## src/sbms_pkg.sv

```systemverilog
`default_nettype none
package sbms_pkg;

  localparam int SAMPLE_W   = 24;
  localparam int GAIN_W     = 16;
  localparam int FRAC_W     = 15;
  localparam int MAX_LOG2   = 12;
  localparam int IDX_W      = 12;
  localparam int LOG2_W     = 4;
  localparam int CFG_IDX_W  = 2;
  localparam int CFG_DATA_W = 16;

  // shared multiplier: A takes ramp deltas and samples, B steps and factors
  localparam int STEP_W = IDX_W + 1;
  localparam int MA_W   = SAMPLE_W + 2;
  localparam int MB_W   = GAIN_W + 2;
  localparam int PROD_W = MA_W + MB_W;
  localparam int SUM_W  = PROD_W + 1;

  localparam logic [LOG2_W-1:0] BLOCK_LOG2_RST = LOG2_W'(9);

  typedef logic signed [SAMPLE_W-1:0] sample_t;
  typedef logic signed [GAIN_W-1:0]   gain_t;

  typedef enum logic [CFG_IDX_W-1:0] {
    CFG_BALANCE,
    CFG_WIDTH,
    CFG_BLOCK
  } cfg_idx_t;

  typedef enum logic [3:0] {
    S_IDLE,
    S_RAMP_B,
    S_RAMP_W,
    S_GAIN,
    S_MID,
    S_SIDE,
    S_MIX,
    S_BAL,
    S_OUT
  } state_t;

endpackage
`default_nettype wire

```

## src/sbms_in_if.sv

```systemverilog
`default_nettype none
interface sbms_in_if;
  logic              valid;
  logic              ready;
  sbms_pkg::sample_t left_in;
  sbms_pkg::sample_t right_in;

  modport source (output valid, output left_in, output right_in, input ready);
  modport sink   (input valid, input left_in, input right_in, output ready);
endinterface
`default_nettype wire

```

## src/sbms_out_if.sv

```systemverilog
`default_nettype none
interface sbms_out_if;
  logic              valid;
  logic              ready;
  sbms_pkg::sample_t left_out;
  sbms_pkg::sample_t right_out;

  modport source (output valid, output left_out, output right_out, input ready);
  modport sink   (input valid, input left_out, input right_out, output ready);
endinterface
`default_nettype wire

```

## src/stereo_balance_mid_side.sv

```systemverilog
// Steps per item: two ramp steps, gain, mid, side, mix, balance, output;
//   the result is registered onto out_ch.valid. No new item is taken until
//   the last has left the output step; the single shared 26x18 multiplier
//   is used five times per item (two ramps, mid, side, balance).
// Reset (rst_n low, synchronous): targets 0, block_size_log2 9, ramp state
//   cleared, sequencer idle, no result pending.
`default_nettype none
module stereo_balance_mid_side (
  input  wire logic                            clk,
  input  wire logic                            rst_n,
  input  wire logic                            cfg_we,
  input  wire logic [sbms_pkg::CFG_IDX_W-1:0]  cfg_idx,
  input  wire logic [sbms_pkg::CFG_DATA_W-1:0] cfg_data,
  sbms_in_if.sink                              in_ch,
  sbms_out_if.source                           out_ch
);

  localparam int SAMPLE_W = sbms_pkg::SAMPLE_W;
  localparam int GAIN_W   = sbms_pkg::GAIN_W;
  localparam int FRAC_W   = sbms_pkg::FRAC_W;
  localparam int IDX_W    = sbms_pkg::IDX_W;
  localparam int LOG2_W   = sbms_pkg::LOG2_W;
  localparam int STEP_W   = sbms_pkg::STEP_W;
  localparam int MA_W     = sbms_pkg::MA_W;
  localparam int MB_W     = sbms_pkg::MB_W;
  localparam int PROD_W   = sbms_pkg::PROD_W;
  localparam int SUM_W    = sbms_pkg::SUM_W;

  // unity gain in Q1.15, held in multiplier B width
  localparam logic signed [MB_W-1:0]  ONE_X    = MB_W'(1) <<< FRAC_W;
  // round-half-up offsets for the mix (>> FRAC+1) and balance (>> FRAC)
  localparam logic signed [SUM_W-1:0] HALF_MIX = SUM_W'(1) <<< FRAC_W;
  localparam logic signed [SUM_W-1:0] HALF_BAL = SUM_W'(1) <<< (FRAC_W - 1);
  localparam logic signed [SUM_W-1:0] SAT_HI   = (SUM_W'(1) <<< (SAMPLE_W - 1)) - 1;
  localparam logic signed [SUM_W-1:0] SAT_LO   = -SAT_HI - 1;
  localparam logic [LOG2_W-1:0]       K_MAX    = LOG2_W'(sbms_pkg::MAX_LOG2);

  function automatic sbms_pkg::sample_t sat(input logic signed [SUM_W-1:0] v);
    sbms_pkg::sample_t res;
    if (v > SAT_HI) begin
      res = SAT_HI[SAMPLE_W-1:0];
    end else if (v < SAT_LO) begin
      res = SAT_LO[SAMPLE_W-1:0];
    end else begin
      res = v[SAMPLE_W-1:0];
    end
    return res;
  endfunction

  // ---------------------------------------------------------------------
  // State
  // ---------------------------------------------------------------------
  sbms_pkg::state_t         state_r, state_nxt;

  // config registers
  sbms_pkg::gain_t          bal_tgt_r, bal_tgt_nxt;
  sbms_pkg::gain_t          wid_tgt_r, wid_tgt_nxt;
  logic [LOG2_W-1:0]        blk_log2_r, blk_log2_nxt;

  // ramp state
  sbms_pkg::gain_t          prev_bal_r, prev_bal_nxt;
  sbms_pkg::gain_t          prev_wid_r, prev_wid_nxt;
  logic [IDX_W-1:0]         frame_idx_r, frame_idx_nxt;

  // per-item datapath
  logic signed [SAMPLE_W:0] m2_r, m2_nxt;        // L+R  (2*mid)
  logic signed [SAMPLE_W:0] s2_r, s2_nxt;        // R-L  (2*side)
  logic                     last_r, last_nxt;
  sbms_pkg::gain_t          gb_r, gb_nxt;
  logic                     bal_left_r, bal_left_nxt;  // attenuate left
  logic                     mid_sc_r, mid_sc_nxt;      // scale mid, else side
  logic signed [MB_W-1:0]   fb_r, fb_nxt;
  logic signed [MB_W-1:0]   fw_r, fw_nxt;
  logic signed [PROD_W-1:0] prod_r, prod_nxt;
  logic signed [PROD_W-1:0] acc_r, acc_nxt;
  logic signed [MA_W-1:0]   lo_r, lo_nxt;
  logic signed [MA_W-1:0]   ro_r, ro_nxt;

  // output register
  logic                     out_valid_r, out_valid_nxt;
  sbms_pkg::sample_t        out_left_r, out_left_nxt;
  sbms_pkg::sample_t        out_right_r, out_right_nxt;

  // ---------------------------------------------------------------------
  // Shared datapath pieces
  // ---------------------------------------------------------------------
  logic [LOG2_W-1:0]        k_eff;
  logic [IDX_W:0]           blk_len;
  logic [IDX_W-1:0]         last_idx;
  logic [STEP_W-1:0]        step;
  logic signed [GAIN_W:0]   dlt_b, dlt_w;
  logic signed [PROD_W-1:0] ramp_q;
  sbms_pkg::gain_t          ramp_g;
  sbms_pkg::gain_t          gw;
  logic signed [MB_W-1:0]   gw_x, gb_x;
  logic signed [SUM_W-1:0]  mix_d, mix_s, bal_s;
  logic signed [SUM_W-1:0]  lo_bal;
  logic signed [MA_W-1:0]   mul_a;
  logic signed [MB_W-1:0]   mul_b;
  logic                     accept;

  assign k_eff    = (blk_log2_r > K_MAX) ? K_MAX : blk_log2_r;
  assign blk_len  = (IDX_W + 1)'(1) << k_eff;
  assign last_idx = IDX_W'(blk_len - 1'b1);
  assign step     = STEP_W'(frame_idx_r) + 1'b1;
  assign dlt_b    = (GAIN_W + 1)'(bal_tgt_r) - (GAIN_W + 1)'(prev_bal_r);
  assign dlt_w    = (GAIN_W + 1)'(wid_tgt_r) - (GAIN_W + 1)'(prev_wid_r);

  // floor(delta*step / 2^k): arithmetic shift; result lies between prev and target
  assign ramp_q   = prod_r >>> k_eff;
  assign ramp_g   = ramp_q[GAIN_W-1:0];

  assign gw       = last_r ? wid_tgt_r : sbms_pkg::gain_t'(prev_wid_r + ramp_g);
  assign gw_x     = MB_W'(gw);
  assign gb_x     = MB_W'(gb_r);

  assign mix_d    = SUM_W'(acc_r) - SUM_W'(prod_r);
  assign mix_s    = SUM_W'(acc_r) + SUM_W'(prod_r);
  assign bal_s    = (SUM_W'(prod_r) + HALF_BAL) >>> FRAC_W;

  assign accept   = in_ch.valid && in_ch.ready;

  assign in_ch.ready      = (state_r == sbms_pkg::S_IDLE);
  assign out_ch.valid     = out_valid_r;
  assign out_ch.left_out  = out_left_r;
  assign out_ch.right_out = out_right_r;

  // multiplier operand select
  always_comb begin
    mul_a = '0;
    mul_b = '0;
    unique case (state_r)
      sbms_pkg::S_RAMP_B: begin
        mul_a = MA_W'(dlt_b);
        mul_b = signed'(MB_W'(step));
      end
      sbms_pkg::S_RAMP_W: begin
        mul_a = MA_W'(dlt_w);
        mul_b = signed'(MB_W'(step));
      end
      sbms_pkg::S_MID: begin
        mul_a = MA_W'(m2_r);
        mul_b = mid_sc_r ? fw_r : ONE_X;
      end
      sbms_pkg::S_SIDE: begin
        mul_a = MA_W'(s2_r);
        mul_b = mid_sc_r ? ONE_X : fw_r;
      end
      sbms_pkg::S_BAL: begin
        mul_a = bal_left_r ? lo_r : ro_r;
        mul_b = fb_r;
      end
      default: begin
        mul_a = '0;
        mul_b = '0;
      end
    endcase
  end

  // balance product stays put while the result waits in S_OUT
  assign prod_nxt = (state_r == sbms_pkg::S_OUT) ? prod_r : mul_a * mul_b;

  // sequencer and register updates
  always_comb begin
    state_nxt     = state_r;
    bal_tgt_nxt   = bal_tgt_r;
    wid_tgt_nxt   = wid_tgt_r;
    blk_log2_nxt  = blk_log2_r;
    prev_bal_nxt  = prev_bal_r;
    prev_wid_nxt  = prev_wid_r;
    frame_idx_nxt = frame_idx_r;
    m2_nxt        = m2_r;
    s2_nxt        = s2_r;
    last_nxt      = last_r;
    gb_nxt        = gb_r;
    bal_left_nxt  = bal_left_r;
    mid_sc_nxt    = mid_sc_r;
    fb_nxt        = fb_r;
    fw_nxt        = fw_r;
    acc_nxt       = acc_r;
    lo_nxt        = lo_r;
    ro_nxt        = ro_r;
    out_valid_nxt = out_valid_r;
    out_left_nxt  = out_left_r;
    out_right_nxt = out_right_r;
    lo_bal        = '0;

    if (out_valid_r && out_ch.ready) begin
      out_valid_nxt = 1'b0;
    end

    if (cfg_we) begin
      unique case (sbms_pkg::cfg_idx_t'(cfg_idx))
        sbms_pkg::CFG_BALANCE: bal_tgt_nxt  = cfg_data[GAIN_W-1:0];
        sbms_pkg::CFG_WIDTH:   wid_tgt_nxt  = cfg_data[GAIN_W-1:0];
        sbms_pkg::CFG_BLOCK:   blk_log2_nxt = cfg_data[LOG2_W-1:0];
        default: ;
      endcase
    end

    unique case (state_r)
      sbms_pkg::S_IDLE: begin
        if (accept) begin
          m2_nxt    = (SAMPLE_W + 1)'(in_ch.left_in) + (SAMPLE_W + 1)'(in_ch.right_in);
          s2_nxt    = (SAMPLE_W + 1)'(in_ch.right_in) - (SAMPLE_W + 1)'(in_ch.left_in);
          state_nxt = sbms_pkg::S_RAMP_B;
        end
      end
      sbms_pkg::S_RAMP_B: begin
        // a shrunk block leaves frame_idx past the end: treat as last frame
        last_nxt  = (frame_idx_r >= last_idx);
        state_nxt = sbms_pkg::S_RAMP_W;
      end
      sbms_pkg::S_RAMP_W: begin
        gb_nxt    = last_r ? bal_tgt_r : sbms_pkg::gain_t'(prev_bal_r + ramp_g);
        state_nxt = sbms_pkg::S_GAIN;
      end
      sbms_pkg::S_GAIN: begin
        mid_sc_nxt   = (gw > 0);
        fw_nxt       = (gw > 0) ? (ONE_X - gw_x) : (ONE_X + gw_x);
        bal_left_nxt = (gb_r > 0);
        fb_nxt       = (gb_r > 0) ? (ONE_X - gb_x) : (ONE_X + gb_x);
        if (last_r) begin
          prev_bal_nxt  = bal_tgt_r;
          prev_wid_nxt  = wid_tgt_r;
          frame_idx_nxt = '0;
        end else begin
          frame_idx_nxt = frame_idx_r + 1'b1;
        end
        state_nxt = sbms_pkg::S_MID;
      end
      sbms_pkg::S_MID: begin
        state_nxt = sbms_pkg::S_SIDE;
      end
      sbms_pkg::S_SIDE: begin
        acc_nxt   = prod_r;  // scaled mid
        state_nxt = sbms_pkg::S_MIX;
      end
      sbms_pkg::S_MIX: begin
        lo_nxt    = MA_W'((mix_d + HALF_MIX) >>> (FRAC_W + 1));
        ro_nxt    = MA_W'((mix_s + HALF_MIX) >>> (FRAC_W + 1));
        state_nxt = sbms_pkg::S_BAL;
      end
      sbms_pkg::S_BAL: begin
        state_nxt = sbms_pkg::S_OUT;
      end
      sbms_pkg::S_OUT: begin
        lo_bal = bal_left_r ? bal_s : SUM_W'(lo_r);
        // hold here until the output register is free
        if (!out_valid_r || out_ch.ready) begin
          out_valid_nxt = 1'b1;
          out_left_nxt  = sat(lo_bal);
          out_right_nxt = sat(bal_left_r ? SUM_W'(ro_r) : bal_s);
          state_nxt     = sbms_pkg::S_IDLE;
        end
      end
      default: begin
        state_nxt = sbms_pkg::S_IDLE;
      end
    endcase
  end

  always_ff @(posedge clk) begin
    if (!rst_n) begin
      state_r     <= sbms_pkg::S_IDLE;
      bal_tgt_r   <= '0;
      wid_tgt_r   <= '0;
      blk_log2_r  <= sbms_pkg::BLOCK_LOG2_RST;
      prev_bal_r  <= '0;
      prev_wid_r  <= '0;
      frame_idx_r <= '0;
      out_valid_r <= 1'b0;
    end else begin
      state_r     <= state_nxt;
      bal_tgt_r   <= bal_tgt_nxt;
      wid_tgt_r   <= wid_tgt_nxt;
      blk_log2_r  <= blk_log2_nxt;
      prev_bal_r  <= prev_bal_nxt;
      prev_wid_r  <= prev_wid_nxt;
      frame_idx_r <= frame_idx_nxt;
      out_valid_r <= out_valid_nxt;
    end
  end

  always_ff @(posedge clk) begin
    m2_r        <= m2_nxt;
    s2_r        <= s2_nxt;
    last_r      <= last_nxt;
    gb_r        <= gb_nxt;
    bal_left_r  <= bal_left_nxt;
    mid_sc_r    <= mid_sc_nxt;
    fb_r        <= fb_nxt;
    fw_r        <= fw_nxt;
    prod_r      <= prod_nxt;
    acc_r       <= acc_nxt;
    lo_r        <= lo_nxt;
    ro_r        <= ro_nxt;
    out_left_r  <= out_left_nxt;
    out_right_r <= out_right_nxt;
  end

`ifndef SYNTHESIS
  a_accept_starts: assert property (@(posedge clk) disable iff (!rst_n)
    accept |=> state_r == sbms_pkg::S_RAMP_B)
    else $error("accepted item did not start the ramp step");

  a_last_wraps: assert property (@(posedge clk) disable iff (!rst_n)
    state_r == sbms_pkg::S_GAIN && last_r |=> frame_idx_r == '0)
    else $error("frame index not cleared at end of block");

  a_out_from_seq: assert property (@(posedge clk) disable iff (!rst_n)
    $rose(out_valid_r) |-> $past(state_r) == sbms_pkg::S_OUT)
    else $error("result appeared outside the output step");
`endif

endmodule
`default_nettype wire

```

## src/flat_wrapper.sv

```systemverilog
// flat-port wrapper written by rule: the top's interface ports become plain ports
module stereo_balance_mid_side_flat 
  (clk, rst_n, cfg_we, cfg_idx, cfg_data, in_ch_valid, in_ch_left_in, in_ch_right_in, in_ch_ready, out_ch_valid, out_ch_left_out, out_ch_right_out, out_ch_ready);
  sbms_in_if in_ch_i ();
  sbms_out_if out_ch_i ();
  input  wire logic clk;
  input  wire logic rst_n;
  input  wire logic cfg_we;
  input  wire logic [sbms_pkg::CFG_IDX_W-1:0] cfg_idx;
  input  wire logic [sbms_pkg::CFG_DATA_W-1:0] cfg_data;
  input wire logic [$bits(in_ch_i.valid)-1:0] in_ch_valid;
  input wire logic [$bits(in_ch_i.left_in)-1:0] in_ch_left_in;
  input wire logic [$bits(in_ch_i.right_in)-1:0] in_ch_right_in;
  output wire logic [$bits(in_ch_i.ready)-1:0] in_ch_ready;
  output wire logic [$bits(out_ch_i.valid)-1:0] out_ch_valid;
  output wire logic [$bits(out_ch_i.left_out)-1:0] out_ch_left_out;
  output wire logic [$bits(out_ch_i.right_out)-1:0] out_ch_right_out;
  input wire logic [$bits(out_ch_i.ready)-1:0] out_ch_ready;
  assign in_ch_i.valid = in_ch_valid;
  assign in_ch_i.left_in = in_ch_left_in;
  assign in_ch_i.right_in = in_ch_right_in;
  assign in_ch_ready = in_ch_i.ready;
  assign out_ch_valid = out_ch_i.valid;
  assign out_ch_left_out = out_ch_i.left_out;
  assign out_ch_right_out = out_ch_i.right_out;
  assign out_ch_i.ready = out_ch_ready;
  stereo_balance_mid_side u_core (.clk(clk), .rst_n(rst_n), .cfg_we(cfg_we), .cfg_idx(cfg_idx), .cfg_data(cfg_data), .in_ch(in_ch_i), .out_ch(out_ch_i));
endmodule
```

## config.mk

```make
export PLATFORM = sky130hd
export DESIGN_NAME = stereo_balance_mid_side_flat
export DESIGN_NICKNAME = d
export VERILOG_FILES = /design/src/sbms_pkg.sv /design/src/sbms_in_if.sv /design/src/sbms_out_if.sv /design/src/stereo_balance_mid_side.sv /design/src/flat_wrapper.sv
export SDC_FILE = /design/constraint.sdc
export NUM_CORES = 2
export LEC_CHECK = 0
export ABC_AREA = 1
export BUFFER_PORTS_ARGS = -buffer_cell sky130_fd_sc_hd__buf_2
export CELL_PAD_IN_SITES_DETAIL_PLACEMENT = 1
export CELL_PAD_IN_SITES_GLOBAL_PLACEMENT = 2
export CORE_MARGIN = 2
export CORE_UTILIZATION = 41
export CTS_CLUSTER_SIZE = 25
export DETAILED_ROUTE_END_ITERATION = 6
export PLACE_DENSITY = 0.94
export SLEW_MARGIN = 15
export SYNTH_ARGS = -nofsm -noshare
export SYNTH_HDL_FRONTEND = slang
export SYNTH_SLANG_ARGS = --single-unit
export TNS_END_PERCENT = 5
```

## constraint.sdc

```tcl
create_clock -name clk -period 24.5 [get_ports clk]
set_input_delay 2.45 -clock clk [delete_from_list [all_inputs] [get_ports clk]]
set_output_delay 2.45 -clock clk [all_outputs]
set_load 0.05 [all_outputs]
```

# [Word-level counts from Yosys, hierarchy flattened]
# Index checks and enable logic that the tools add are counted.
[totals] ff_bits=376 wordCells=98 out_inout_bits=50 input_bits=71
[op_classes] multipliers=1 shifts=2 n_reduce_logical=14 magnitude_cmp=8 mux=21 add_sub_neg=18 eq_ne=12
[ops] op="case mux 26 bit (5 select lines)" n=1
[ops] op="> comparator 45 x 24 -> 1 bit (second input constant)" n=2
[ops] op="< comparator 45 x 24 -> 1 bit (second input constant)" n=2
[ops] op="2-to-1 mux 45 bit" n=2
[ops] op="adder 42 x 17 -> 42 bit (second input constant)" n=2
[ops] op="2-to-1 mux 18 bit" n=4
[ops] op="case mux 18 bit (4 select lines)" n=1
[ops] op="2-to-1 mux 24 bit" n=2
[ops] op="adder 44 x 16 -> 45 bit (second input constant)" n=1
[ops] op="multiplier 26 x 18 -> 44 bit" n=1
[ops] op=">>> shifter 44 x 4 -> 16 bit" n=1
[ops] op="adder 42 bit" n=1
[ops] op="subtractor 42 bit" n=1
[ops] op="adder 17 x 16 -> 18 bit (first input constant)" n=2
[ops] op="case mux 4 bit (9 select lines)" n=1
[ops] op="subtractor 17 x 16 -> 18 bit (first input constant)" n=2
[ops] op="subtractor 16 x 16 -> 17 bit" n=2
[ops] op="adder 16 bit" n=2
[ops] op="> comparator 16 x 1 -> 1 bit (second input constant)" n=2
[ops] op="2-to-1 mux 16 bit" n=2
[ops] op="2-to-1 mux 26 bit" n=1
[ops] op="adder 24 x 24 -> 25 bit" n=1
[ops] op="subtractor 24 x 24 -> 25 bit" n=1
[ops] op="equality test 4 x 3 -> 1 bit (second input constant)" n=4
[ops] op="other kinds (22)" n=35

# [Logic depth before layout (Yosys ltp)]
[depth] word_depth=7 ltp_mapped=41 depth_no_buf=39

# [Worst setup path after synthesis]
# Ideal clock, no wire load.
[synth_timing] path_type="flip-flop to flip-flop" start="register u_core.state_r[0]" end="register u_core.prod_r[35], data pin" t_required_ns=24.241 arrival_ns=7.715 path_slack_ns=16.526 setup_time_ns=0.259 path_buffers=2 path_stages_with_launch=31 path_cell_list="dfxtp_1 inv_1 nor2_1 nand2_1 inv_1 clkbuf_1 a221oi_1 o221ai_1 buf_2 nand2_1 fa_1 inv_1 fa_1 fa_1 fa_1 fa_1 inv_1 fa_1 inv_1 ha_1 a21oi_1 inv_1 a31oi_1 nor2_1 nor2_1 nand2_1 a21oi_1 o21bai_1 nand2_1 nand2_1 xor2_1"
[synth_between] elab_chain_cells=4 word_cells_on_any_way=9
[synth_lines] element="start: declaration" line_no="stereo_balance_mid_side.sv:53" source="sbms_pkg::state_t state_r, state_nxt;"
[synth_lines] element="start signal: assignment" line_no="stereo_balance_mid_side.sv:265" source="state_r <= sbms_pkg::S_IDLE;"
[synth_lines] element="start signal: assignment" line_no="stereo_balance_mid_side.sv:274" source="state_r <= state_nxt;"
[synth_lines] element="equality test 4 x 1 -> 1 bit or equality test 4 x 2 -> 1 bit (tied branches)" line_no="stereo_balance_mid_side.sv:132" source="unique case (state_r)"
[synth_lines] element="OR reduction 2 bit (no source line)"
[synth_lines] element="case mux 18 bit (4 select lines)" line_no="stereo_balance_mid_side.sv:132"
[synth_lines] element="multiplier 26 x 18 -> 44 bit *" line_no="stereo_balance_mid_side.sv:161" source="assign prod_nxt = (state_r == sbms_pkg::S_OUT) ? prod_r : mul_a * mul_b;"
[synth_lines] element="end signal: assignment" line_no="stereo_balance_mid_side.sv:294" source="prod_r <= prod_nxt;"
[synth_lines] element="end: declaration" line_no="stereo_balance_mid_side.sv:74" source="logic signed [PROD_W-1:0] prod_r, prod_nxt;"
# Mark *: on every way between the ends. The rest lies on a longest branch, timed or not.
# A chain may end at the register's enable or synchronous reset.

# [Worst setup path after layout]
[layout_timing] start="register u_core.wid_tgt_r[0]" end="register u_core.prod_r[43], data pin"
[layout_between] elab_chain_cells=3
[layout_lines] element="start: declaration" line_no="stereo_balance_mid_side.sv:57" source="sbms_pkg::gain_t wid_tgt_r, wid_tgt_nxt;"
[layout_lines] element="start signal: assignment" line_no="stereo_balance_mid_side.sv:276" source="wid_tgt_r <= wid_tgt_nxt;"
[layout_lines] element="subtractor 16 x 16 -> 17 bit" line_no="stereo_balance_mid_side.sv:107" source="assign dlt_w = (GAIN_W + 1)'(wid_tgt_r) - (GAIN_W + 1)'(prev_wid_r);"
[layout_lines] element="case mux 26 bit (5 select lines)" line_no="stereo_balance_mid_side.sv:132"
[layout_lines] element="multiplier 26 x 18 -> 44 bit" line_no="stereo_balance_mid_side.sv:161"
# No other way between the ends.

==> impl_metrics.env <==
export IMPL_grtUsageTotal_pct=29.9
export IMPL_cts_buffers=46
export IMPL_clock_skew_ns=0.0279
export IMPL_ys_top_cells_by_count="1310 x nand2_1, 1235 x inv_1, 436 x fa_1"
export IMPL_vias=40600
export IMPL_cts_setup_buffers=0
export IMPL_synth_edf_count=288
export IMPL_clock_sinks=373
export IMPL_initial_utilization_pct=41.3
export IMPL_start_kind="flip-flop"
export IMPL_final_setup_viol_count=0
export IMPL_yosysTopAreaCell="fa_1"
export IMPL_cp_end_kind="flip-flop"
export IMPL_core_area_sq_mm=0.111
export IMPL_ios=121
export IMPL_clk_latency_ns=0.64
export IMPL_synth_seq_cells=373
export IMPL_relSlewSlack_pct=19.8
export IMPL_first_pass_iters=5
export IMPL_die_h_um=337
export IMPL_holdPathStages=2
export IMPL_fill_cells=13800
export IMPL_port_buffers=120
export IMPL_irDropWorstVdd_uv=45.4
export IMPL_slowest_delay_ns=0.71
export IMPL_synth_simple_gate_area_share_pct=19.3
export IMPL_clk_path_buf_depth=3
export IMPL_post_drt_wl_per_cell_um=22.7
export IMPL_synth_top_family_by_area="adder cells"
export IMPL_htreeDepth=2
export IMPL_diodes=0
export IMPL_ys_warn_count=0
export IMPL_max_freq_mhz=99.9
export IMPL_dieArea_sq_mm=0.114
export IMPL_cpMaxStageDelayCell="fa_1"
export IMPL_nets=6880
export IMPL_outcome="completed"
export IMPL_row_count=122
export IMPL_postCtsResizedCells=0
export IMPL_timing_final_crit_period_ns=10.01
export IMPL_place_area_sq_mm=0.0478
export IMPL_clockRootBuffer="clkbuf_16"
export IMPL_criticalPathCategory="reg -> reg"
export IMPL_syn_instance_count=5892
export IMPL_yosysTopAreaCellShare_pct=19.1
export IMPL_seq_area_frac_synth_pct=22.7
export IMPL_drv_cap=0
export IMPL_rrSetupSlack_ns=14.49
export IMPL_fin_crit_sh_pct=40.9
export IMPL_synth_top_flop_cell="edfxtp_1"
export IMPL_r2r_cells=35
export IMPL_wirelength_um=170000
export IMPL_critPathMaxFanout=17
export IMPL_fin_tns_setup_ns=0
export IMPL_antenna_found_initial=7
export IMPL_synth_compound_area_share_pct=11.5
export IMPL_async_flop_share_pct=0
export IMPL_drt_iter0_drc=2744
export IMPL_routabilityCongestion=0.968
export IMPL_cts_tree="yes"
export IMPL_maxSlewViolCount=0
export IMPL_design_area_sq_mm=0.0494
export IMPL_report_power_total_uw=2290
export IMPL_yosysMostFrequentCell="nand2_1"
export IMPL_synth_xor_area_share_pct=3.82
export IMPL_via_per_inst=5.43
export IMPL_hold_viol=0
export IMPL_crit_arrival_ns=10.39
export IMPL_grt_pass1_wl_um=258000
export IMPL_grt_pass1_vias=43300
export IMPL_grt_overflow=0
export IMPL_netlist_top_cells_area="fa_1 19%, edfxtp_1 19%, ha_1 12%, nand2_1 11%, inv_1 10%"
export IMPL_drive_above_1_share_pct=5.48
export IMPL_ant_nets=0
export IMPL_yosys_cell_types_count=68
export IMPL_areaGrowthSynthToFinish_pct=8.43
export IMPL_rsz0062_at_grt="no"
export IMPL_clkTransAtPathRegs_ns=0.07
export IMPL_drc=0
export IMPL_synth_area_per_cell_sq_um=7.74
export IMPL_grt_max_degree=82
export IMPL_synthMuxAreaShare_pct=0.0220
export IMPL_die_w_um=337
export IMPL_syn_area_sq_mm=0.0456
export IMPL_dp_hpwl_um=140000
export IMPL_worst_ep_required_time_ns=24.88
export IMPL_p_leak_uw=0.0249
export IMPL_worstMarginPinSlew_ns=1.20
export IMPL_power_density_mw_per_mm2=46.3
export IMPL_hold_class="reg -> reg"
export IMPL_cts_hold_buf=0
export IMPL_synthAdderAreaFrac_pct=30.7
[worst paths after layout]
check                         end                  from
max             u_core.prod_r[43]   u_core.wid_tgt_r[0]
min reg2reg  u_core.prev_wid_r[6]  u_core.prev_wid_r[6]
min          u_core.prev_wid_r[6]  u_core.prev_wid_r[6]
max reg2reg     u_core.prod_r[43]   u_core.wid_tgt_r[0]
[state kept, by name, summed over array words and instances, names as in the netlist, 17 cells and up]
register                 flops
u_core.fw_r                 17
u_core.ro_r                 26
u_core.fb_r                 17
u_core.prod_r               44
u_core.lo_r                 26
u_core.s2_r                 25
u_core.m2_r                 24
u_core.out_ch.left_out      24
u_core.out_ch.right_out     24
u_core.acc_r                42
[metal layers]
metal | wire (um) | track usage, %
met1 | 73200 | 38.7
met2 | 79800 | 50.6
met3 | 9950 | 4.21
met4 | 7080 | 11.4
met5 | 10 | 0
[critical path: cells and delay by family, from the launching register on]
| family | cells | cell delay (ns) |
|---|---|---|
| xor gates and xnor gates | 1 | 0.12 |
| buffers and inverters | 8 | 0.91 |
| and+or+nand+nor | 14 | 3.16 |
| adders and majority gates | 9 | 4.39 |
| DFF | 1 | 0.36 |
| AOI/OAI and AO/OA | 3 | 0.77 |
[final cells by class]
cell class | instances | area, sq um | area share [%]
Timing Repair Buffer | 170 | 976 | 1.97
Tap cell | 1488 | 1860 | 3.77
Multi-Input combinational cell | 4115 | 29900 | 60.5
Sequential cell | 373 | 10300 | 20.9
Inverter | 1246 | 4680 | 9.46
Clock inverter | 26 | 393 | 0.795
Clock buffer | 57 | 1300 | 2.62
[power by group]
part	switching (uW)	internal, uW	leakage, uW
Sequential	41.1	737	0.00346
Combinational	525	217	0.0206
Clock	307	463	0.000818
Total	873	1420	0.0249
[per-stage QoR]
stage / hold WS, ns / util (%) / worst slack, ns / instances
2_1_floorplan: 0.451 / - / 16.53 / 5893
3_3_place_gp: 0.470 / 43.2 / 14.66 / 7392
3_5_place_dp: 0.476 / 43.2 / 14.50 / 7392
4_1_cts: 0.488 / 44.7 / 14.46 / 7475
5_1_grt: 0.523 / 44.7 / 13.84 / 7475
6_report: 0.494 / 44.7 / 14.49 / 7475
[kinds of logic after synthesis]
family	count (synthesis)
muxes	1
other	1
adders and majority gates	857
AOI/OAI and AO/OA	912
and+or+nand+nor	2144
buffers and inverters	1405
DFF	373
xor gates and xnor gates	199
[cells in the final DEF (no fill, tap or decap), types with 22 or more instances in the layout]
cell type,instances
buf_4,50
ha_1,421
o21bai_1,23
nor3_1,76
a21o_1,24
or2_2,23
clkbuf_16,50
xor2_1,148
nor2_1,412
inv_1,1233
o21ai_0,318
a31oi_1,47
dfxtp_1,85
o21a_1,23
nand3_1,217
fa_1,436
edfxtp_1,288
xnor2_1,51
buf_2,120
nand2_1,1308
a221oi_1,22
a21oi_1,333
nand4_1,36
(Power assumes the default switching activity.)
